<file path="src/rtl/bekc_pkg.sv">
// ----------------------------------------------------------------------------
// bekc_pkg: shared types and constants of the end knot change unit
// Request payloads, datapath commands and controller states.
// ----------------------------------------------------------------------------
package bekc_pkg;

  // Request actions
  typedef enum logic [1:0] {
    ACT_OLD_KNOT = 2'd0,
    ACT_NEW_KNOT = 2'd1,
    ACT_COORD    = 2'd2,
    ACT_RUN      = 2'd3
  } action_e;

  // Configuration register indexes
  localparam int CFG_ADDR_W = 2;
  localparam logic [CFG_ADDR_W-1:0] CFG_DEGREE = 2'd0;
  localparam logic [CFG_ADDR_W-1:0] CFG_COORDS = 2'd1;
  localparam logic [CFG_ADDR_W-1:0] CFG_END    = 2'd2;

  // Index widths sized for the largest supported window
  localparam int IDX_W = 5;
  localparam int PT_W  = 4;
  localparam int CRD_W = 3;

  // Divider: 49-bit dividend, one quotient bit per cycle
  localparam int DIV_STEPS = 49;
  localparam int DIVC_W    = 6;
  localparam logic [30:0] ALPHA_MAX = 31'h7fff_ffff;

  typedef struct packed {
    action_e            action;
    logic [3:0]         slot;
    logic [1:0]         coord;
    logic signed [31:0] value;
  } in_item_t;

  typedef struct packed {
    logic [2:0]         point;
    logic [1:0]         coord_out;
    logic signed [31:0] result_value;
    logic               last;
    logic               fault;
  } out_item_t;

  typedef enum logic [3:0] {
    DP_NOP,
    DP_LOAD,
    DP_START,
    DP_RD_DEN,
    DP_CHK,
    DP_COPY_RD,
    DP_COPY_WR,
    DP_RD_T,
    DP_DIV_INIT,
    DP_DIV_STEP,
    DP_MUL,
    DP_BLEND,
    DP_EMIT_RD,
    DP_EMIT
  } dp_op_e;

  typedef struct packed {
    dp_op_e             op;
    logic [IDX_W-1:0]   old_a;
    logic [IDX_W-1:0]   old_b;
    logic [PT_W-1:0]    new_a;
    logic               t_new;
    logic [PT_W-1:0]    pt_a;
    logic [PT_W-1:0]    pt_b;
    logic [CRD_W-1:0]   crd;
    logic [2:0]         point;
    logic [1:0]         coord;
    logic               last;
  } dp_cmd_t;

  typedef struct packed {
    logic div_done;
    logic out_free;
  } dp_stat_t;

  typedef enum logic [3:0] {
    ST_IDLE,
    ST_CHK_RD,
    ST_CHK_EV,
    ST_COPY_RD,
    ST_COPY_WR,
    ST_BL_RD1,
    ST_BL_RD2,
    ST_BL_INIT,
    ST_BL_DIV,
    ST_BL_MUL,
    ST_BL_WR,
    ST_EM_RD,
    ST_EM_OUT
  } ctrl_state_e;

endpackage

</file>
<file path="src/rtl/bekc_ctrl.sv">
// ----------------------------------------------------------------------------
// bekc_ctrl: configuration registers and run sequencer
// Walks the divisor check, the point copy, the blend triangle and the emits.
// ----------------------------------------------------------------------------
module bekc_ctrl #(
  parameter int MAX_DEGREE = 7,
  parameter int MAX_COORDS = 4
) (
  input  logic                                clk_i,
  input  logic                                rst_ni,
  input  logic                                cfg_valid_i,
  input  logic [bekc_pkg::CFG_ADDR_W-1:0]     cfg_addr_i,
  input  logic [31:0]                         cfg_data_i,
  input  logic                                in_valid_i,
  input  bekc_pkg::action_e                   in_action_i,
  output logic                                in_ready_o,
  output bekc_pkg::dp_cmd_t                   cmd_o,
  input  bekc_pkg::dp_stat_t                  stat_i
);

  localparam int DW = $clog2(MAX_DEGREE + 1);
  localparam int CW = (MAX_COORDS > 1) ? $clog2(MAX_COORDS) : 1;

  logic [2:0] degree_q, coord_count_q;
  logic       end_sel_q;

  bekc_pkg::ctrl_state_e state_q, state_d;
  logic [DW-1:0] k_q, k_d, j_q, j_d, i_q, i_d;
  logic [CW-1:0] c_q, c_d;

  // Configuration writes
  always_ff @(posedge clk_i or negedge rst_ni) begin
    if (!rst_ni) begin
      degree_q      <= 3'd3;
      coord_count_q <= 3'd3;
      end_sel_q     <= 1'b0;
    end else if (cfg_valid_i) begin
      unique case (cfg_addr_i)
        bekc_pkg::CFG_DEGREE: degree_q      <= cfg_data_i[2:0];
        bekc_pkg::CFG_COORDS: coord_count_q <= cfg_data_i[2:0];
        bekc_pkg::CFG_END:    end_sel_q     <= cfg_data_i[0];
        default: ;
      endcase
    end
  end

  // Loop bounds and window indexes
  logic [DW-1:0] n, jlo, ihi;
  logic [CW-1:0] c_last;
  logic          run_ok, pair_end, j_end, last;
  logic [bekc_pkg::IDX_W-1:0] dx, t_old;
  logic [bekc_pkg::PT_W-1:0]  t_newi, pt_lo;
  logic          t_new;

  always_comb begin
    int m;
    int nn;
    int ncc;
    nn       = (int'(degree_q) > MAX_DEGREE) ? MAX_DEGREE : int'(degree_q);
    ncc      = (int'(coord_count_q) > MAX_COORDS) ? MAX_COORDS : int'(coord_count_q);
    n        = DW'(nn);
    c_last   = CW'(ncc - 1);
    run_ok   = (degree_q != 3'd0) && (coord_count_q != 3'd0);
    jlo      = end_sel_q ? DW'(0) : DW'(1);
    ihi      = end_sel_q ? DW'(nn - 1) : DW'(nn);
    pair_end = (i_q == j_q);
    j_end    = (j_q == ihi);
    last     = (c_q == c_last) && (int'(k_q) == nn - 1);
    dx       = bekc_pkg::IDX_W'(int'(i_q) + int'(ihi) + 1 - int'(j_q));
    pt_lo    = bekc_pkg::PT_W'(int'(i_q) - int'(jlo));
    m        = int'(k_q) + int'(j_q);
    if (!end_sel_q) begin
      t_new  = (m <= nn);
      t_old  = bekc_pkg::IDX_W'(m);
      t_newi = bekc_pkg::PT_W'(m);
    end else begin
      t_new  = (m >= nn - 1);
      t_old  = bekc_pkg::IDX_W'(m + 1);
      t_newi = bekc_pkg::PT_W'(m - nn + 1);
    end
  end

  // Next state
  always_comb begin
    state_d = state_q;
    unique case (state_q)
      bekc_pkg::ST_IDLE: begin
        if (in_valid_i && in_action_i == bekc_pkg::ACT_RUN && run_ok) state_d = bekc_pkg::ST_CHK_RD;
      end
      bekc_pkg::ST_CHK_RD:  state_d = bekc_pkg::ST_CHK_EV;
      bekc_pkg::ST_CHK_EV: begin
        if (pair_end && j_end) state_d = bekc_pkg::ST_COPY_RD;
        else state_d = bekc_pkg::ST_CHK_RD;
      end
      bekc_pkg::ST_COPY_RD: state_d = bekc_pkg::ST_COPY_WR;
      bekc_pkg::ST_COPY_WR: begin
        if (i_q == n) state_d = bekc_pkg::ST_BL_RD1;
        else state_d = bekc_pkg::ST_COPY_RD;
      end
      bekc_pkg::ST_BL_RD1:  state_d = bekc_pkg::ST_BL_RD2;
      bekc_pkg::ST_BL_RD2:  state_d = bekc_pkg::ST_BL_INIT;
      bekc_pkg::ST_BL_INIT: state_d = bekc_pkg::ST_BL_DIV;
      bekc_pkg::ST_BL_DIV: begin
        if (stat_i.div_done) state_d = bekc_pkg::ST_BL_MUL;
      end
      bekc_pkg::ST_BL_MUL:  state_d = bekc_pkg::ST_BL_WR;
      bekc_pkg::ST_BL_WR: begin
        if (pair_end && j_end) state_d = bekc_pkg::ST_EM_RD;
        else state_d = bekc_pkg::ST_BL_RD1;
      end
      bekc_pkg::ST_EM_RD:   state_d = bekc_pkg::ST_EM_OUT;
      bekc_pkg::ST_EM_OUT: begin
        if (stat_i.out_free) state_d = last ? bekc_pkg::ST_IDLE : bekc_pkg::ST_COPY_RD;
      end
      default: state_d = bekc_pkg::ST_IDLE;
    endcase
  end

  // Loop counters
  always_comb begin
    k_d = k_q;
    c_d = c_q;
    j_d = j_q;
    i_d = i_q;
    unique case (state_q)
      bekc_pkg::ST_IDLE: begin
        j_d = jlo;
        i_d = ihi;
      end
      bekc_pkg::ST_CHK_EV: begin
        if (!pair_end) begin
          i_d = i_q - DW'(1);
        end else if (!j_end) begin
          j_d = j_q + DW'(1);
          i_d = ihi;
        end else begin
          k_d = '0;
          c_d = '0;
          i_d = '0;
        end
      end
      bekc_pkg::ST_COPY_WR: begin
        if (i_q == n) begin
          j_d = jlo;
          i_d = ihi;
        end else begin
          i_d = i_q + DW'(1);
        end
      end
      bekc_pkg::ST_BL_WR: begin
        if (!pair_end) begin
          i_d = i_q - DW'(1);
        end else if (!j_end) begin
          j_d = j_q + DW'(1);
          i_d = ihi;
        end
      end
      bekc_pkg::ST_EM_OUT: begin
        if (stat_i.out_free) begin
          i_d = '0;
          if (c_q == c_last) begin
            c_d = '0;
            k_d = k_q + DW'(1);
          end else begin
            c_d = c_q + CW'(1);
          end
        end
      end
      default: ;
    endcase
  end

  // Commands to the datapath
  always_comb begin
    cmd_o       = '0;
    cmd_o.op    = bekc_pkg::DP_NOP;
    cmd_o.old_a = (state_q == bekc_pkg::ST_BL_RD2) ? t_old : bekc_pkg::IDX_W'(i_q);
    cmd_o.old_b = dx;
    cmd_o.new_a = t_newi;
    cmd_o.t_new = t_new;
    cmd_o.pt_b  = pt_lo + bekc_pkg::PT_W'(1);
    cmd_o.crd   = bekc_pkg::CRD_W'(c_q);
    cmd_o.point = 3'(int'(k_q) + (end_sel_q ? 1 : 0));
    cmd_o.coord = 2'(c_q);
    cmd_o.last  = last;
    unique case (state_q)
      bekc_pkg::ST_EM_RD, bekc_pkg::ST_EM_OUT: cmd_o.pt_a = bekc_pkg::PT_W'(n);
      bekc_pkg::ST_COPY_RD, bekc_pkg::ST_COPY_WR: cmd_o.pt_a = bekc_pkg::PT_W'(i_q);
      default: cmd_o.pt_a = pt_lo;
    endcase
    in_ready_o = (state_q == bekc_pkg::ST_IDLE);
    unique case (state_q)
      bekc_pkg::ST_IDLE: begin
        if (in_valid_i) begin
          if (in_action_i != bekc_pkg::ACT_RUN) cmd_o.op = bekc_pkg::DP_LOAD;
          else if (run_ok) cmd_o.op = bekc_pkg::DP_START;
        end
      end
      bekc_pkg::ST_CHK_RD:  cmd_o.op = bekc_pkg::DP_RD_DEN;
      bekc_pkg::ST_CHK_EV:  cmd_o.op = bekc_pkg::DP_CHK;
      bekc_pkg::ST_COPY_RD: cmd_o.op = bekc_pkg::DP_COPY_RD;
      bekc_pkg::ST_COPY_WR: cmd_o.op = bekc_pkg::DP_COPY_WR;
      bekc_pkg::ST_BL_RD1:  cmd_o.op = bekc_pkg::DP_RD_DEN;
      bekc_pkg::ST_BL_RD2:  cmd_o.op = bekc_pkg::DP_RD_T;
      bekc_pkg::ST_BL_INIT: cmd_o.op = bekc_pkg::DP_DIV_INIT;
      bekc_pkg::ST_BL_DIV:  cmd_o.op = stat_i.div_done ? bekc_pkg::DP_NOP : bekc_pkg::DP_DIV_STEP;
      bekc_pkg::ST_BL_MUL:  cmd_o.op = bekc_pkg::DP_MUL;
      bekc_pkg::ST_BL_WR:   cmd_o.op = bekc_pkg::DP_BLEND;
      bekc_pkg::ST_EM_RD:   cmd_o.op = bekc_pkg::DP_EMIT_RD;
      bekc_pkg::ST_EM_OUT:  cmd_o.op = stat_i.out_free ? bekc_pkg::DP_EMIT : bekc_pkg::DP_NOP;
      default: cmd_o.op = bekc_pkg::DP_NOP;
    endcase
  end

  // State and counter registers
  always_ff @(posedge clk_i or negedge rst_ni) begin
    if (!rst_ni) begin
      state_q <= bekc_pkg::ST_IDLE;
      k_q     <= '0;
      c_q     <= '0;
      j_q     <= '0;
      i_q     <= '0;
    end else begin
      state_q <= state_d;
      k_q     <= k_d;
      c_q     <= c_d;
      j_q     <= j_d;
      i_q     <= i_d;
    end
  end

endmodule

</file>
<file path="config.mk">
export PLATFORM = sky130hd
export DESIGN_NAME = bekc_ctrl
export DESIGN_NICKNAME = d
export VERILOG_FILES = /design/src/rtl/bekc_pkg.sv /design/src/rtl/bekc_ctrl.sv
export SDC_FILE = /design/constraint.sdc
export NUM_CORES = 1
export LEC_CHECK = 0
export ABC_AREA = 1
export BUFFER_PORTS_ARGS = -buffer_cell sky130_fd_sc_hd__buf_2
export CORE_MARGIN = 4
export CORE_UTILIZATION = 48
export CTS_CLUSTER_DIAMETER = 100
export CTS_CLUSTER_SIZE = 25
export DETAILED_ROUTE_END_ITERATION = 12
export GPL_TIMING_DRIVEN = 1
export PLACE_DENSITY = 0.84
export REMOVE_ABC_BUFFERS = 1
export SETUP_SLACK_MARGIN = 0.1
export SLEW_MARGIN = 20
export SYNTH_ARGS = -nofsm -noshare
export SYNTH_HDL_FRONTEND = slang
export SYNTH_SLANG_ARGS = --single-unit
</file>
<file path="constraint.sdc">
create_clock -name clk_i -period 2.7 [get_ports clk_i]
set_input_delay 0.54 -clock clk_i [delete_from_list [all_inputs] [get_ports clk_i]]
set_output_delay 0.54 -clock clk_i [all_outputs]
set_load 0.01 [all_outputs]
</file>
**Yosys cells after proc, flatten, opt, wreduce, memory -nomap -nowiden**

Cells that the tools add are included.

- Bits in registers: 22
- Input bits: 42
- Output and inout bits: 37
- Word-level logic and storage cells: 127

- $add $sub $neg: 17
- $lt $le $gt $ge: 3
- Equality and inequality tests: 31
- Mux-type cells: 44
- Reduce and logical (&&, ||, !) cells: 24

Operators with widths:

| cell | count |
|---|---|
| 4-bit case mux with 13 select lines | 1 |
| 4-bit case mux with 12 select lines | 1 |
| 3-bit two-way mux | 15 |
| 4-bit two-way mux | 7 |
| 4-bit == test, second input constant | 5 |
| 2-bit two-way mux | 10 |
| 4-bit by 3-bit == test with 1-bit output, second input constant | 4 |
| 2-bit != test, second input constant | 8 |
| 3-bit case mux with 5 select lines | 1 |
| 4-bit by 1-bit adder with 5-bit output, second input constant | 2 |
| 5-bit two-way mux | 2 |
| 3-bit by 1-bit adder with 3-bit output, second input constant | 3 |
| 3-bit == test | 3 |
| 3-bit case mux with 3 select lines | 1 |
| 3-bit nonzero test | 3 |
| 3-bit by 3-bit adder with 4-bit output | 2 |
| 4-bit by 2-bit == test with 1-bit output, second input constant | 2 |
| 4-bit case mux with 2 select lines | 1 |
| 4-bit AND reduction | 2 |
| 2-bit OR reduction | 4 |
| 3-bit case mux with 2 select lines | 1 |
| 2-bit AND reduction | 3 |
| 3-bit AND reduction | 2 |
| 5-bit by 4-bit greater-or-equal comparator with 1-bit output | 1 |
| 27 further kinds | 35 |

**Depth between registers and ports, before layout**

Gate-level depths: netlist of the first run.

- Word-level depth: 8
- Depth in mapped cells: 15
- Depth with buffers taken out: 14

**Least setup slack after synthesis of the first run**

OpenSTA, ideal clock, no wires.

- Path kind: register to output
- From: register j_q[0]
- To: output port cmd_o[21] (netlist bit)
- Arrival: 2.504 ns
- Required time: 2.160 ns
- Setup slack: -0.344 ns
- Cell stages (with the launch flop): 10
- Buffers on the path: 0
- Cell sequence: dfrtp_1 ha_1 fa_1 ha_1 inv_1 ha_1 inv_1 fa_1 xnor2_1 o21ai_0

RTL lines:

| what | RTL line | source |
|---|---|---|
| start: declaration | bekc_ctrl.sv:28 | `logic [DW-1:0] k_q, k_d, j_q, j_d, i_q, i_d;` |
| start signal: assignment | bekc_ctrl.sv:227 | `j_q <= j_d;` |
| end: declaration | bekc_ctrl.sv:17 | `output bekc_pkg::dp_cmd_t cmd_o,` |

==> reports/qor.json, run 1 <==
{
  "sta": {
    "rsz_0062_raised_after_global_routing": "yes",
    "hold_violations": 0,
    "setup_tns_ns": -2.39,
    "period_minus_slack_ns": 3.17,
    "post-route-period-util_pct": 117,
    "slew_headroom_pct": 65.0,
    "timing.fmax_mhz": 316,
    "finClkSkew_ns": 0.00995,
    "number_of_max_slew_violations_in_the_final_report": 0,
    "tightest_slew_ns": 0.525,
    "hold-worst-slack_ns": 0.237,
    "post-route-worst-setup-slack_ns": -0.466,
    "finalSetupViolCount": 12
  },
  "synth": {
    "synth_cells": 411,
    "synth_top_cell_area_share_pct": 16.4,
    "netlist-cell-type-count": 38,
    "synthDominantAreaCellType": "sky130_fd_sc_hd__dfrtp_1",
    "synth_top_cells_by_area": "sky130_fd_sc_hd__dfrtp_1 (16%), sky130_fd_sc_hd__ha_1 (15%), sky130_fd_sc_hd__nand2_1 (14%), sky130_fd_sc_hd__inv_1 (8.6%), sky130_fd_sc_hd__nand3_1 (6.2%)",
    "synth-main-ff-cell": "sky130_fd_sc_hd__dfrtp_1",
    "netlist_area_um2": 2740,
    "synth.yosys.seq_area_share_pct": 20.3,
    "most_used_standard_cell_by_instance_count_after_synthesis": "sky130_fd_sc_hd__nand2_1",
    "synth-edff-count": 0,
    "yosys_register_bits": 22,
    "synthTopCellsByCount": "sky130_fd_sc_hd__nand2_1 (103), sky130_fd_sc_hd__inv_1 (63), sky130_fd_sc_hd__nor2_1 (38), sky130_fd_sc_hd__nand3_1 (34), sky130_fd_sc_hd__ha_1 (32)",
    "mean_instance_size_in_the_synthesized_netlist_um2": 6.67,
    "share_of_synthesized_registers_carrying_an_async_set_or_reset_pct": 100,
    "yosys_warnings": 0
  },
  "floorplan": {
    "placeableCoreArea_um2": 5540,
    "core.rowCount": 27,
    "io_pins": 79,
    "floorplan.die.height_um": 83.6,
    "initial_core_util_pct": 49.5,
    "die_area_um2": 6990,
    "chipWidth_um": 83.6
  },
  "critical_path": {
    "critical-path-top-delay-family": "adder cells",
    "cpMaxStageDelayCell": "sky130_fd_sc_hd__fa_2",
    "crit_fanout": 2,
    "critPathRequiredTime_ns": 2.16,
    "worstPathBufferInverterCount": 3,
    "worst-setup-path-type": "flop to primary output",
    "timing.critical_path.slowest_cell_delay_ns": 0.58,
    "critical_path.endpoint_type": "primary output",
    "startpoint_type": "flop",
    "arrival_ns": 2.63,
    "crit_path_cell_trace": "ha_2 -> fa_2 -> ha_4 -> inv_4 -> ha_4 -> inv_2 -> fa_2 -> o21ai_2 -> buf_2"
  },
  "outcome": {
    "run_status": "finished with violations",
    "failed_checks": "negative setup slack"
  },
  "place": {
    "globalplace.congestion": 0.975,
    "dp.final_hpwl_mm": 5.86,
    "placed_instances": 547,
    "port-buffer-count": 48
  },
  "clocking": {
    "cts.path.max_buffers": 2,
    "worst_skew_pair.late_latency_ns": 0.27,
    "cts-buffers-inserted": 3,
    "cts_sinks": 22,
    "htreeDepth": 1,
    "clock_transition_at_the_registers_of_the_reported_paths_ns": 0.09,
    "cts_tree": "done",
    "cts_root_buf": "sky130_fd_sc_hd__clkbuf_8"
  },
  "pwr": {
    "share_clk_of_total_power_pct": 6.2,
    "p_int_uw": 1960,
    "vdd_ir_drop_max_v": 0.000595,
    "power_density_nw_per_um2": 1090,
    "share_seq_of_total_power_pct": 13.1,
    "p_comb_share_pct": 80.7,
    "leakage_power_of_the_design_uw": 0.00195,
    "switching_pwr_uw": 2030,
    "switching_share_of_power_pct": 50.9
  },
  "detailed_routing": {
    "drt_pre_antenna_iters": 8,
    "drc": 0,
    "avgRoutedWirePerCell_um": 15.3,
    "route.vias.total": 3138,
    "vias_per_inst": 5.60,
    "drt_first_iter_violations": 280,
    "routed_wl_mm": 8.57,
    "count_of_antenna_violating_nets_left_after_detailed_routing": 0
  },
  "final_layout": {
    "layout.area.seq_um2": 558,
    "post_route_cells_drive_above_1_share_pct": 33.4,
    "multi_input_area_um2": 2150,
    "stdcell_count": 560,
    "antennaDiodeCount": 0,
    "num-fill-cells": 426,
    "utilization_pct": 65.9,
    "syn_to_final_growth_pct": 33.0,
    "finish.net_count": 568
  },
  "grt": {
    "grt_overflow": 0,
    "grt_first_pass_wirelength_mm": 13.6,
    "grt_antenna_before_repair": 0,
    "vias_in_the_first_global_route": 3128,
    "grt_start_max_net_pins": 23,
    "grt_use_total_pct": 23.1
  },
  "run": {
    "cap_violations": 0
  },
  "hold_path": {
    "holdCritPathClass": "input pin to async pin"
  }
}
-- routing by layer --
metal	wire (µm)	GRT usage [%]	up-vias
met1	3170	25.8	1438
met3	718	4.64	53
met5	0	0	-
li1	-	-	1469
met4	400	10.7	0
met2	4280	41.6	178
-- kinds of logic after synthesis --
group	after synthesis	share of synthesized area [%]
other	1	0.137
adder cells (fa/ha/maj)	37	18.2
AND/OR/NAND/NOR	199	31.8
AO/OA/AOI/OAI	55	11.5
buffers and inverters	78	12.0
XOR/XNOR	19	6.07
flip-flops	22	20.3
-- final cells by class --
| cell class | count | share of cell area (%) |
|---|---|---|
| flip-flops and latches | 22 | 15.3 |
| multi-input cells | 311 | 58.8 |
| clock buffers | 4 | 1.51 |
| well taps | 72 | 2.47 |
| repair buffers | 84 | 14.9 |
| inverters | 67 | 7.03 |
-- power by group through the flow --
stage	Combinational [µW]	Sequential [µW]	Clock [µW]
finish	3220	523	246
global route	3540	540	256
floorplan	1680	554	0
CTS	2940	515	248
global placement	2490	518	0
detailed placement	2580	522	0
-- repair_timing --
| action | 4_1_cts | 5_1_grt |
|---|---|---|
| pin swaps | 21 | 17 |
| hold endpoints to repair | 0 | 0 |
| endpoints found under the setup margin | 13 | 19 |
| cloned | 0 | 0 |
| resized for setup | 49 | 35 |
| hold buffers | 0 | 0 |
| setup buffers | 6 | 4 |
-- path summary, 6_finish.rpt --
| path | slack, ns | cells after the start | to | from |
|---|---|---|---|---|
| max in group asynchronous | 2.08 | 1 | end_sel_q$_DFFE_PN0P_ | rst_ni |
| hold / removal | 0.24 | 1 | j_q[0]$_DFFE_PN0P_ | rst_ni |
| min in group clk_i | 0.50 | 3 | degree_q[1]$_DFFE_PN1P_ | cfg_data_i[1] |
| setup / recovery | -0.47 | 9 | cmd_o[20] | k_q[0]$_DFFE_PN0P_ |
| hold reg to reg | 0.51 | 2 | coord_count_q[2]$_DFFE_PN0P_ | coord_count_q[2]$_DFFE_PN0P_ |
| setup reg to reg | 0.41 | 13 | k_q[2]$_DFFE_PN0P_ | degree_q[0]$_DFFE_PN1P_ |
-- state kept, by name (all words and copies together), names as in the netlist --
signal and count:
end_sel_q 1, c_q 2, i_q 3, j_q 3, coord_count_q 3, degree_q 3, state_q 4, k_q 3
-- stage by stage --
step / area, µm² / total power [µW] / setup slack, ns
finish: 3650 / 3990 / -0.466
global route: 3650 / 4330 / -0.560
CTS: 3510 / 3700 / -0.423
detailed placement: 3200 / 3100 / -0.260
global placement: 3200 / 3010 / -0.234
floorplan: 2670 / 2240 / -0.344
-- placed cells by master, fill, tap and decap left out, types with 4 or more instances in the layout --
cell type and instances:
sky130_fd_sc_hd__inv_2 12, sky130_fd_sc_hd__dfrtp_1 16, sky130_fd_sc_hd__xor2_1 6, sky130_fd_sc_hd__xnor2_1 10, sky130_fd_sc_hd__nand2_1 95, sky130_fd_sc_hd__ha_4 9, sky130_fd_sc_hd__o21ai_0 20, sky130_fd_sc_hd__nand3_1 30
sky130_fd_sc_hd__fa_2 4, sky130_fd_sc_hd__nor2_1 35, sky130_fd_sc_hd__buf_6 6, sky130_fd_sc_hd__ha_1 20, sky130_fd_sc_hd__nand2_4 6, sky130_fd_sc_hd__a21oi_1 7, sky130_fd_sc_hd__inv_1 53, sky130_fd_sc_hd__nand2_2 7
sky130_fd_sc_hd__clkbuf_8 4, sky130_fd_sc_hd__o21ai_1 10, sky130_fd_sc_hd__buf_4 30, sky130_fd_sc_hd__buf_2 47, sky130_fd_sc_hd__dfstp_2 4, sky130_fd_sc_hd__nand4_1 6
Power figures use the tool's default switching activity.
==> inputs of run 2 (changes only) <==
--- a/config.mk
+++ b/config.mk
@@ -13,7 +13,7 @@
 export CTS_CLUSTER_SIZE = 25
 export DETAILED_ROUTE_END_ITERATION = 12
 export GPL_TIMING_DRIVEN = 1
-export PLACE_DENSITY = 0.84
+export PLACE_DENSITY = 0.85
 export REMOVE_ABC_BUFFERS = 1
 export SETUP_SLACK_MARGIN = 0.1
 export SLEW_MARGIN = 20
==> run 2 against run 1 <==
  * The flow still finishes with violations (negative setup slack)
  * Via count grew 5.3%
  * Setup slack got worse by 0.074 ns
  * Wire length is 17% higher
  * Cell area is 6.7% higher
  * Critical path depth grew 2
  * Die area unchanged
  * Global-route usage is 0.53 points higher
  * Non-clock buffer count increased by 9
  * Combinational power grew 5%
  * Clock skew is 0.0044 ns lower
  * Register-to-register slack got worse by 0.66 ns
  * Count of clock-buffer cells in the layout shrank 1
  * Critical endpoint is now cmd_o[17]
  * Largest power group unchanged
==> reports/qor.json, run 2 (synthesis gave the netlist of run 1 again) <==
{
  "critical_path": {
    "worstSetupPathDepth": {"value": 11, "change": "+2"},
    "cpMaxStageDelayCell": "sky130_fd_sc_hd__dfrtp_1",
    "timing.critical_path.mode_cell": "sky130_fd_sc_hd__ha_4",
    "critical-path-top-delay-family": "adder cells",
    "critical_path.endpoint_type": "primary output",
    "arrival": {"value": 2.70, "unit": "ns", "change": "+0.07 ns"},
    "worst-r2r-cell-count": {"value": 21, "change": "+8"},
    "startpoint_type": "flop",
    "slack_of_the_worst_reg_to_reg_path": {"value": -0.25, "unit": "ns", "change": "-0.66 ns"},
    "worstPathBufferInverterCount": {"value": 2, "change": "-1"},
    "worst-setup-path-type": "flop to primary output",
    "crit_fanout": {"value": 3, "change": "+1"},
    "worstReg2RegStart": "degree_q[0]$_DFFE_PN1P_",
    "reg2reg_end": "j_q[0]$_DFFE_PN0P_",
    "timing.critical_path.slowest_cell_delay": {"value": 0.44, "unit": "ns", "change": "-0.14 ns"},
    "critPathRequiredTime": {"value": 2.16, "unit": "ns", "change": "about the same"},
    "crit_path_cell_trace": "ha_4 -> fa_2 -> xnor2_2 -> inv_2 -> ha_4 -> a21o_1 -> a211oi_2 -> or2_4 -> nand3_2 -> nand2_1 -> buf_2"
  },
  "final_layout": {
    "register_containing_the_most_flip_flops_in_the_final_layout": "state_q",
    "antennaDiodeCount": {"value": 0, "change": "unchanged"},
    "final_common_cell": "sky130_fd_sc_hd__nand2_1",
    "multi_input_area": {"value": 2250, "unit": "µm²", "change": "+5.0%"},
    "syn_to_final_growth_pct": 42.0,
    "most_frequent_cells_in_the_layout": "sky130_fd_sc_hd__nand2_1 (85), sky130_fd_sc_hd__inv_1 (52), sky130_fd_sc_hd__buf_2 (47)",
    "largest_register_ffs": {"value": 4, "change": "unchanged"},
    "num-fill-cells": {"value": 408, "change": "-4.2%"},
    "layout.area.seq": {"value": 556, "unit": "µm²", "change": "-0.45%"},
    "finish.net_count": {"value": 577, "change": "+1.6%"},
    "post_route_cells_drive_above_1_share": {"value": 38.0, "unit": "%", "change": "+4.6 points"}
  },
  "clocking": {
    "cts-buffers-inserted": {"value": 3, "change": "unchanged"},
    "cts_sinks": {"value": 22, "change": "unchanged"},
    "clock_transition_at_the_registers_of_the_reported_paths": {"value": 0.09, "unit": "ns", "change": "about the same"},
    "cts_root_buf": "sky130_fd_sc_hd__clkbuf_8",
    "cts.path.max_buffers": {"value": 2, "change": "unchanged"},
    "cts_tree": "done",
    "worst_skew_pair.late_latency": {"value": 0.28, "unit": "ns", "change": "about the same"},
    "htreeDepth": {"value": 1, "change": "unchanged"},
    "cts.hold.buffers_added": {"value": 0, "change": "unchanged"}
  },
  "floorplan": {
    "die_area": {"value": 6990, "unit": "µm²", "change": "unchanged"},
    "initial_core_util": {"value": 49.5, "unit": "%", "change": "unchanged"},
    "chipWidth": {"value": 83.6, "unit": "µm", "change": "unchanged"},
    "placeableCoreArea": {"value": 5540, "unit": "µm²", "change": "unchanged"},
    "core.rowCount": {"value": 27, "change": "unchanged"},
    "floorplan.die.height": {"value": 83.6, "unit": "µm", "change": "unchanged"},
    "io_pins": {"value": 79, "change": "unchanged"}
  },
  "sta": {
    "number_of_max_slew_violations_in_the_final_report": {"value": 0, "change": "unchanged"},
    "post-route-period-util": {"value": 120, "unit": "%", "change": "+2.7 points"},
    "finClkSkew": {"value": 0.00558, "unit": "ns", "change": "-0.00437 ns"},
    "rsz_0062_raised_after_global_routing": "yes",
    "finalSetupViolCount": {"value": 25, "change": "+13"},
    "hold_violations": {"value": 0, "change": "unchanged"},
    "tightest_slew": {"value": 0.577, "unit": "ns", "change": "+0.0511 ns"},
    "period_minus_slack": {"value": 3.24, "unit": "ns", "change": "+0.0737 ns"},
    "setup_tns": {"value": -5.16, "unit": "ns", "change": "-2.77 ns"},
    "timing.fmax": {"value": 309, "unit": "MHz", "change": "-2.3%"},
    "post-route-worst-setup-slack": {"value": -0.540, "unit": "ns", "change": "-0.0737 ns"},
    "slew_headroom": {"value": 61.4, "unit": "%", "change": "-3.5 points"}
  },
  "detailed_routing": {
    "drc": {"value": 0, "change": "unchanged"},
    "avgRoutedWirePerCell": {"value": 17.7, "unit": "µm", "change": "+15%"},
    "drt_pre_antenna_iters": {"value": 5, "change": "-3"},
    "drt_first_iter_violations": {"value": 339, "change": "+21%"},
    "routed_wl": {"value": 10.1, "unit": "mm", "change": "+17%"},
    "route.vias.total": {"value": 3304, "change": "+5.3%"},
    "count_of_antenna_violating_nets_left_after_detailed_routing": {"value": 0, "change": "unchanged"},
    "vias_per_inst": {"value": 5.81, "change": "+3.6%"}
  },
  "pwr": {
    "power_density": {"value": 1090, "unit": "nW/µm²", "change": "-0.35%"},
    "leakage_power_of_the_design": {"value": 0.00203, "unit": "µW", "change": "+4.4%"},
    "vdd_ir_drop_max": {"value": 0.000601, "unit": "V", "change": "+1.1%"}
  },
  "grt": {
    "grt_first_pass_wirelength": {"value": 13.9, "unit": "mm", "change": "+1.8%"},
    "global_route.usage.met3": {"value": 2.86, "unit": "%", "change": "-1.8 points"},
    "globalRoute.busiestLayer": "met2",
    "gr-usage-met1": {"value": 28.4, "unit": "%", "change": "+2.6 points"},
    "grt_antenna_before_repair": {"value": 0, "change": "unchanged"},
    "met2_capacity_usage_during_global_routing": {"value": 42.1, "unit": "%", "change": "+0.43 points"},
    "grt_use_total": {"value": 23.6, "unit": "%", "change": "+0.53 points"},
    "grt_start_max_net_pins": {"value": 23, "change": "unchanged"},
    "grt_overflow": {"value": 0, "change": "unchanged"},
    "vias_in_the_first_global_route": {"value": 3018, "change": "-3.5%"}
  },
  "place": {
    "pre_cts_ws": {"value": -0.305, "unit": "ns", "change": "-0.0445 ns"},
    "dp.final_hpwl": {"value": 5.87, "unit": "mm", "change": "about the same"},
    "port-buffer-count": {"value": 48, "change": "unchanged"},
    "globalplace.congestion": {"value": 0.937, "change": "-3.9%"}
  },
  "outcome": {
    "failed_checks": "negative setup slack",
    "run_status": "finished with violations"
  },
  "hold_path": {
    "holdCritPathClass": "input pin to async pin"
  },
  "run": {
    "cap_violations": {"value": 0, "change": "unchanged"}
  }
}
## run 2: cell types whose count changed in the layout (fill, tap and decap cells not counted), sizes merged
cell | before | now
buf | 84 | 93
bufinv | 0 | 1
clkbuf | 4 | 3
## run 2: metal layers
layer	wire length (µm)	part of all wire [%]
met2	4820	48
met3	790	7.9
met4	756	7.5
met1	3690	37
met5	0	0
## run 2: what timing repair did
action	CTS	global route
endpoints found under the setup margin	14	33
pin swaps	25	28
buffers inserted	17	14
resized for setup	58	67
## run 2: through the flow
stage | power (µW) | std cells | area [µm²] | util, % | hold slack [ns]
2_1_floorplan | 2240 | 400 | 2670 | - | 0.244
3_3_place_gp | 2990 | 542 | 3160 | 57.0 | 0.492
3_5_place_dp | 3060 | 542 | 3160 | 57.0 | 0.506
4_1_cts | 3730 | 563 | 3580 | 64.7 | 0.243
5_1_grt | 4610 | 569 | 3890 | 70.3 | 0.254
6_report | 4250 | 569 | 3890 | 70.3 | 0.210
## run 2: layout make-up
class                           instances  area share, %
Tap cell                               72           2.31
Timing Repair Buffer                   93           17.1
Clock inverter                          1          0.771
Clock buffer                            3           1.06
Multi-Input combinational cell        311           57.9
Sequential cell                        22           14.3
Inverter                               67           6.59
## run 2: worst max path at each step
stage / endpoint / from / slack (ns)
after CTS: cmd_o[21] / k_q[0]$_DFFE_PN0P_ / -0.44
final: cmd_o[17] / k_q[0]$_DFFE_PN0P_ / -0.54
after global placement: cmd_o[21] / k_q[0]$_DFFE_PN0P_ / -0.27
after detailed placement: cmd_o[21] / k_q[0]$_DFFE_PN0P_ / -0.30
after floorplan: cmd_o[21] / j_q[0]$_DFFE_PN0P_ / -0.34
after global routing: cmd_o[21] / k_q[0]$_DFFE_PN0P_ / -0.63
## run 2: report_power, final
part / internal [µW] / switching [µW]
logic: 1460 / 1920
clock network: 199 / 126
registers: 422 / 117
total: 2080 / 2170
==> inputs of run 3 (changes only) <==
--- a/config.mk
+++ b/config.mk
@@ -5,7 +5,6 @@
 export SDC_FILE = /design/constraint.sdc
 export NUM_CORES = 1
 export LEC_CHECK = 0
-export ABC_AREA = 1
 export BUFFER_PORTS_ARGS = -buffer_cell sky130_fd_sc_hd__buf_2
 export CORE_MARGIN = 4
 export CORE_UTILIZATION = 48
@@ -13,7 +12,7 @@
 export CTS_CLUSTER_SIZE = 25
 export DETAILED_ROUTE_END_ITERATION = 12
 export GPL_TIMING_DRIVEN = 1
-export PLACE_DENSITY = 0.85
+export PLACE_DENSITY = 0.84
 export REMOVE_ABC_BUFFERS = 1
 export SETUP_SLACK_MARGIN = 0.1
 export SLEW_MARGIN = 20
==> run 3 against run 2 <==
  * The run still ends with negative setup slack left
  * Utilization is 3.2 points lower
  * Clock skew hardly changed
  * Total power is 23% higher
  * Setup slack better by 0.018 ns
  * Non-clock buffer count stayed put
  * Wire length is 21% lower
  * First-iteration DRC count is 32% lower
  * Fmax is 0.56% higher
  * Clock power is 2% lower
  * Die area is 2.2% higher
  * Flip-flop and latch count stayed put
  * Critical path type unchanged
==> reports/qor.json, run 3 <==
{
  "outcome": {
    "run_status": "finished with violations",
    "failed_checks": "negative setup slack"
  },
  "pwr": {
    "leakage_power_of_the_design": {"value": 0.00178, "unit": "µW", "change": "-12%"},
    "power_density": {"value": 1390, "unit": "nW/µm²", "change": "+27%"},
    "vdd_ir_drop_max": {"value": 0.000738, "unit": "V", "change": "+23%"}
  },
  "detailed_routing": {
    "drt_first_iter_violations": {"value": 229, "change": "-32%"},
    "count_of_antenna_violating_nets_left_after_detailed_routing": {"value": 0, "change": "unchanged"},
    "drc": {"value": 0, "change": "unchanged"},
    "routed_wl": {"value": 7.92, "unit": "mm", "change": "-21%"},
    "route.vias.total": {"value": 2912, "change": "-12%"},
    "drt_pre_antenna_iters": {"value": 5, "change": "unchanged"},
    "avgRoutedWirePerCell": {"value": 15.9, "unit": "µm", "change": "-10%"},
    "vias_per_inst": {"value": 5.84, "change": "+0.50%"}
  },
  "clocking": {
    "cts.hold.buffers_added": {"value": 0, "change": "unchanged"},
    "cts-buffers-inserted": {"value": 3, "change": "unchanged"},
    "cts_sinks": {"value": 22, "change": "unchanged"},
    "clock_transition_at_the_registers_of_the_reported_paths": {"value": 0.09, "unit": "ns", "change": "about the same"},
    "cts_root_buf": "sky130_fd_sc_hd__clkbuf_8",
    "cts_tree": "done",
    "htreeDepth": {"value": 1, "change": "unchanged"},
    "cts.path.max_buffers": {"value": 2, "change": "unchanged"},
    "worst_skew_pair.late_latency": {"value": 0.27, "unit": "ns", "change": "about the same"}
  },
  "synth": {
    "most_used_standard_cell_by_instance_count_after_synthesis": "sky130_fd_sc_hd__nand2_1",
    "netlist-cell-type-count": {"value": 67, "change": "+76%"},
    "synth-main-ff-cell": "sky130_fd_sc_hd__dfrtp_1",
    "synth_cells": {"value": 350, "change": "-15%"},
    "yosys_warnings": {"value": 0, "change": "unchanged"},
    "synth-edff-count": {"value": 0, "change": "unchanged"},
    "synth_top_cell_area_share": {"value": 16.0, "unit": "%", "change": "-0.39 points"},
    "mean_instance_size_in_the_synthesized_netlist": {"value": 8.03, "unit": "µm²", "change": "+20%"},
    "yosys_register_bits": {"value": 22, "change": "unchanged"},
    "share_of_synthesized_registers_carrying_an_async_set_or_reset": {"value": 100, "unit": "%", "change": "unchanged"},
    "synthTopCellsByCount": "sky130_fd_sc_hd__nand2_1 (37), sky130_fd_sc_hd__ha_1 (32), sky130_fd_sc_hd__inv_1 (31), sky130_fd_sc_hd__a21oi_1 (26), sky130_fd_sc_hd__nor2_1 (24)",
    "synthDominantAreaCellType": "sky130_fd_sc_hd__dfrtp_1",
    "synth.yosys.seq_area_share": {"value": 19.8, "unit": "%", "change": "-0.48 points"},
    "synth_top_cells_by_area": "sky130_fd_sc_hd__dfrtp_1 (16%), sky130_fd_sc_hd__ha_1 (14%), sky130_fd_sc_hd__xor2_1 (5.0%), sky130_fd_sc_hd__nand2_1 (4.9%), sky130_fd_sc_hd__a21oi_1 (4.6%)",
    "netlist_area": {"value": 2810, "unit": "µm²", "change": "+2.4%"}
  },
  "critical_path": {
    "crit_path_cell_trace": "ha_2 -> fa_2 -> ha_4 -> inv_4 -> ha_4 -> inv_2 -> fa_2 -> xor2_1 -> nor2_1 -> a21oi_1 -> buf_2",
    "worst-setup-path-type": "flop to primary output",
    "critPathRequiredTime": {"value": 2.16, "unit": "ns", "change": "about the same"},
    "critical-path-top-delay-family": "adder cells",
    "crit_fanout": {"value": 2, "change": "-1"},
    "arrival": {"value": 2.68, "unit": "ns", "change": "-0.02 ns"},
    "worstPathBufferInverterCount": {"value": 3, "change": "+1"},
    "timing.critical_path.slowest_cell_delay": {"value": 0.57, "unit": "ns", "change": "+0.13 ns"},
    "critical_path.endpoint_type": "primary output",
    "startpoint_type": "flop",
    "cpMaxStageDelayCell": "sky130_fd_sc_hd__fa_2"
  },
  "place": {
    "port-buffer-count": {"value": 48, "change": "unchanged"},
    "globalplace.congestion": {"value": 0.886, "change": "-5.5%"},
    "placed_instances": {"value": 486, "change": "-10%"},
    "dp.final_hpwl": {"value": 5.77, "unit": "mm", "change": "-1.6%"}
  },
  "grt": {
    "globalRoute.busiestLayer": "met2",
    "grt_use_total": {"value": 21.4, "unit": "%", "change": "-2.3 points"},
    "grt_overflow": {"value": 0, "change": "unchanged"},
    "vias_in_the_first_global_route": {"value": 2842, "change": "-5.8%"},
    "grt_start_max_net_pins": {"value": 23, "change": "unchanged"},
    "global_route.usage.met3": {"value": 1.96, "unit": "%", "change": "-0.90 points"},
    "grt_antenna_before_repair": {"value": 0, "change": "unchanged"},
    "gr-usage-met1": {"value": 27.6, "unit": "%", "change": "-0.81 points"},
    "met2_capacity_usage_during_global_routing": {"value": 38.2, "unit": "%", "change": "-3.9 points"},
    "grt_first_pass_wirelength": {"value": 13.0, "unit": "mm", "change": "-6.5%"}
  },
  "run": {
    "cap_violations": {"value": 0, "change": "unchanged"}
  },
  "final_layout": {
    "largest_register_ffs": {"value": 4, "change": "unchanged"},
    "finish.net_count": {"value": 507, "change": "-12%"},
    "stdcell_count": {"value": 499, "change": "-12%"},
    "post_route_cells_drive_above_1_share": {"value": 38.4, "unit": "%", "change": "+0.38 points"},
    "multi_input_area": {"value": 2310, "unit": "µm²", "change": "+2.4%"},
    "final_common_cell": "sky130_fd_sc_hd__buf_2",
    "register_containing_the_most_flip_flops_in_the_final_layout": "state_q",
    "antennaDiodeCount": {"value": 0, "change": "unchanged"},
    "num-fill-cells": {"value": 414, "change": "+1.5%"},
    "most_frequent_cells_in_the_layout": "sky130_fd_sc_hd__buf_2 (47), sky130_fd_sc_hd__buf_4 (37), sky130_fd_sc_hd__nand2_1 (35)",
    "layout.area.seq": {"value": 558, "unit": "µm²", "change": "+0.45%"},
    "syn_to_final_growth_pct": 34.0,
    "utilization": {"value": 67.1, "unit": "%", "change": "-3.2 points"}
  },
  "sta": {
    "timing.fmax": {"value": 310, "unit": "MHz", "change": "+0.56%"},
    "post-route-period-util": {"value": 119, "unit": "%", "change": "-0.67 points"},
    "finClkSkew": {"value": 0.00544, "unit": "ns", "change": "-0.000145 ns"},
    "rsz_0062_raised_after_global_routing": "yes",
    "post-route-worst-setup-slack": {"value": -0.522, "unit": "ns", "change": "+0.0181 ns"},
    "slew_headroom": {"value": 60.9, "unit": "%", "change": "-0.56 points"},
    "finalSetupViolCount": {"value": 9, "change": "-64%"},
    "tightest_slew": {"value": 0.586, "unit": "ns", "change": "+0.00928 ns"},
    "period_minus_slack": {"value": 3.22, "unit": "ns", "change": "-0.0181 ns"},
    "hold_violations": {"value": 0, "change": "unchanged"},
    "hold-worst-slack": {"value": 0.236, "unit": "ns", "change": "+0.0263 ns"},
    "setup_tns": {"value": -2.40, "unit": "ns", "change": "+2.76 ns"},
    "number_of_max_slew_violations_in_the_final_report": {"value": 0, "change": "unchanged"}
  },
  "floorplan": {
    "core.rowCount": {"value": 27, "change": "unchanged"},
    "die_area": {"value": 7140, "unit": "µm²", "change": "+2.2%"},
    "chipWidth": {"value": 84.5, "unit": "µm", "change": "+1.1%"},
    "floorplan.die.height": {"value": 84.5, "unit": "µm", "change": "+1.1%"},
    "initial_core_util": {"value": 50.1, "unit": "%", "change": "+0.59 points"},
    "placeableCoreArea": {"value": 5610, "unit": "µm²", "change": "+1.2%"},
    "io_pins": {"value": 79, "change": "unchanged"}
  },
  "hold_path": {
    "holdCritPathClass": "input pin to async pin"
  }
}
==> run 3: changes by cell type in the layout (fill, tap and decap cells not counted), sizes merged, moves of 9 or more <==
cell and delta:
a21oi +19, nor2 -15, xor2 +9, nand3 -24, nand2 -71, inv -36
==> run 3: logic make-up (layout without fill, tap and decap cells) <==
| logic type | count (synthesis) | in the layout | share of synthesized area, % |
|---|---|---|---|
| adder cells (fa/ha/maj) | 37 | 37 | 17.8 |
| other | 1 | 1 | 0.134 |
| flip-flops | 22 | 22 | 19.8 |
| AO/OA/AOI/OAI | 96 | 96 | 23.4 |
| AND/OR/NAND/NOR | 111 | 111 | 20.0 |
| XOR/XNOR | 25 | 25 | 8.28 |
| buffers and inverters | 51 | 128 | 7.93 |
| multiplexers | 7 | 7 | 2.67 |
==> run 3: what timing repair did <==
item / in CTS / in global routing
cloned: 0 / 0
pin swaps: 14 / 15
buffers inserted: 4 / 5
setup endpoints to repair: 15 / 23
resized for setup: 33 / 36
hold endpoints to repair: 0 / 0
==> run 3: area by class of cell <==
| cell class | instances | share of cell area [%] |
|---|---|---|
| clock buffers | 3 | 1.10 |
| clock inverters | 1 | 0.798 |
| inverters | 31 | 3.22 |
| multi-input cells | 277 | 61.3 |
| flip-flops and latches | 22 | 14.8 |
| well taps | 72 | 2.39 |
| repair buffers | 93 | 16.3 |
==> run 3: final timing paths <==
path                                                   start                      endpoint  slack, ns  cells past startpoint
worst max-delay path                      j_q[0]$_DFFE_PN0P_                     cmd_o[21]      -0.52                     11
worst min-delay path                                  rst_ni            c_q[0]$_DFFE_PN0P_       0.24                      1
worst max register to register       degree_q[1]$_DFFE_PN1P_            i_q[0]$_DFFE_PN0P_       0.17                     11
worst min register to register  coord_count_q[2]$_DFFE_PN0P_  coord_count_q[2]$_DFFE_PN0P_       0.64                      1
max in group asynchronous                             rst_ni            i_q[0]$_DFFE_PN0P_       2.08                      1
min in group clk_i                             cfg_data_i[2]       degree_q[2]$_DFFE_PN0P_       0.50                      3
==> run 3: metal layers <==
metal	vias to the layer above	part of all wire (%)
li1	1380	-
met1	1386	44
met2	127	49
met3	19	5.3
met4	0	1.8
met5	-	0
==> run 3: power breakdown <==
group	switching [µW]	internal, µW
clock network	119	198
logic	2270	2030
registers	168	446
==> run 3: per-stage QoR <==
step	setup WS, ns	power [µW]	instance area (µm²)
floorplan	-0.353	2900	2700
global placement	-0.261	4000	3300
detailed placement	-0.310	4150	3300
CTS	-0.509	4740	3550
global route	-0.684	5690	3760
finish	-0.522	5230	3760
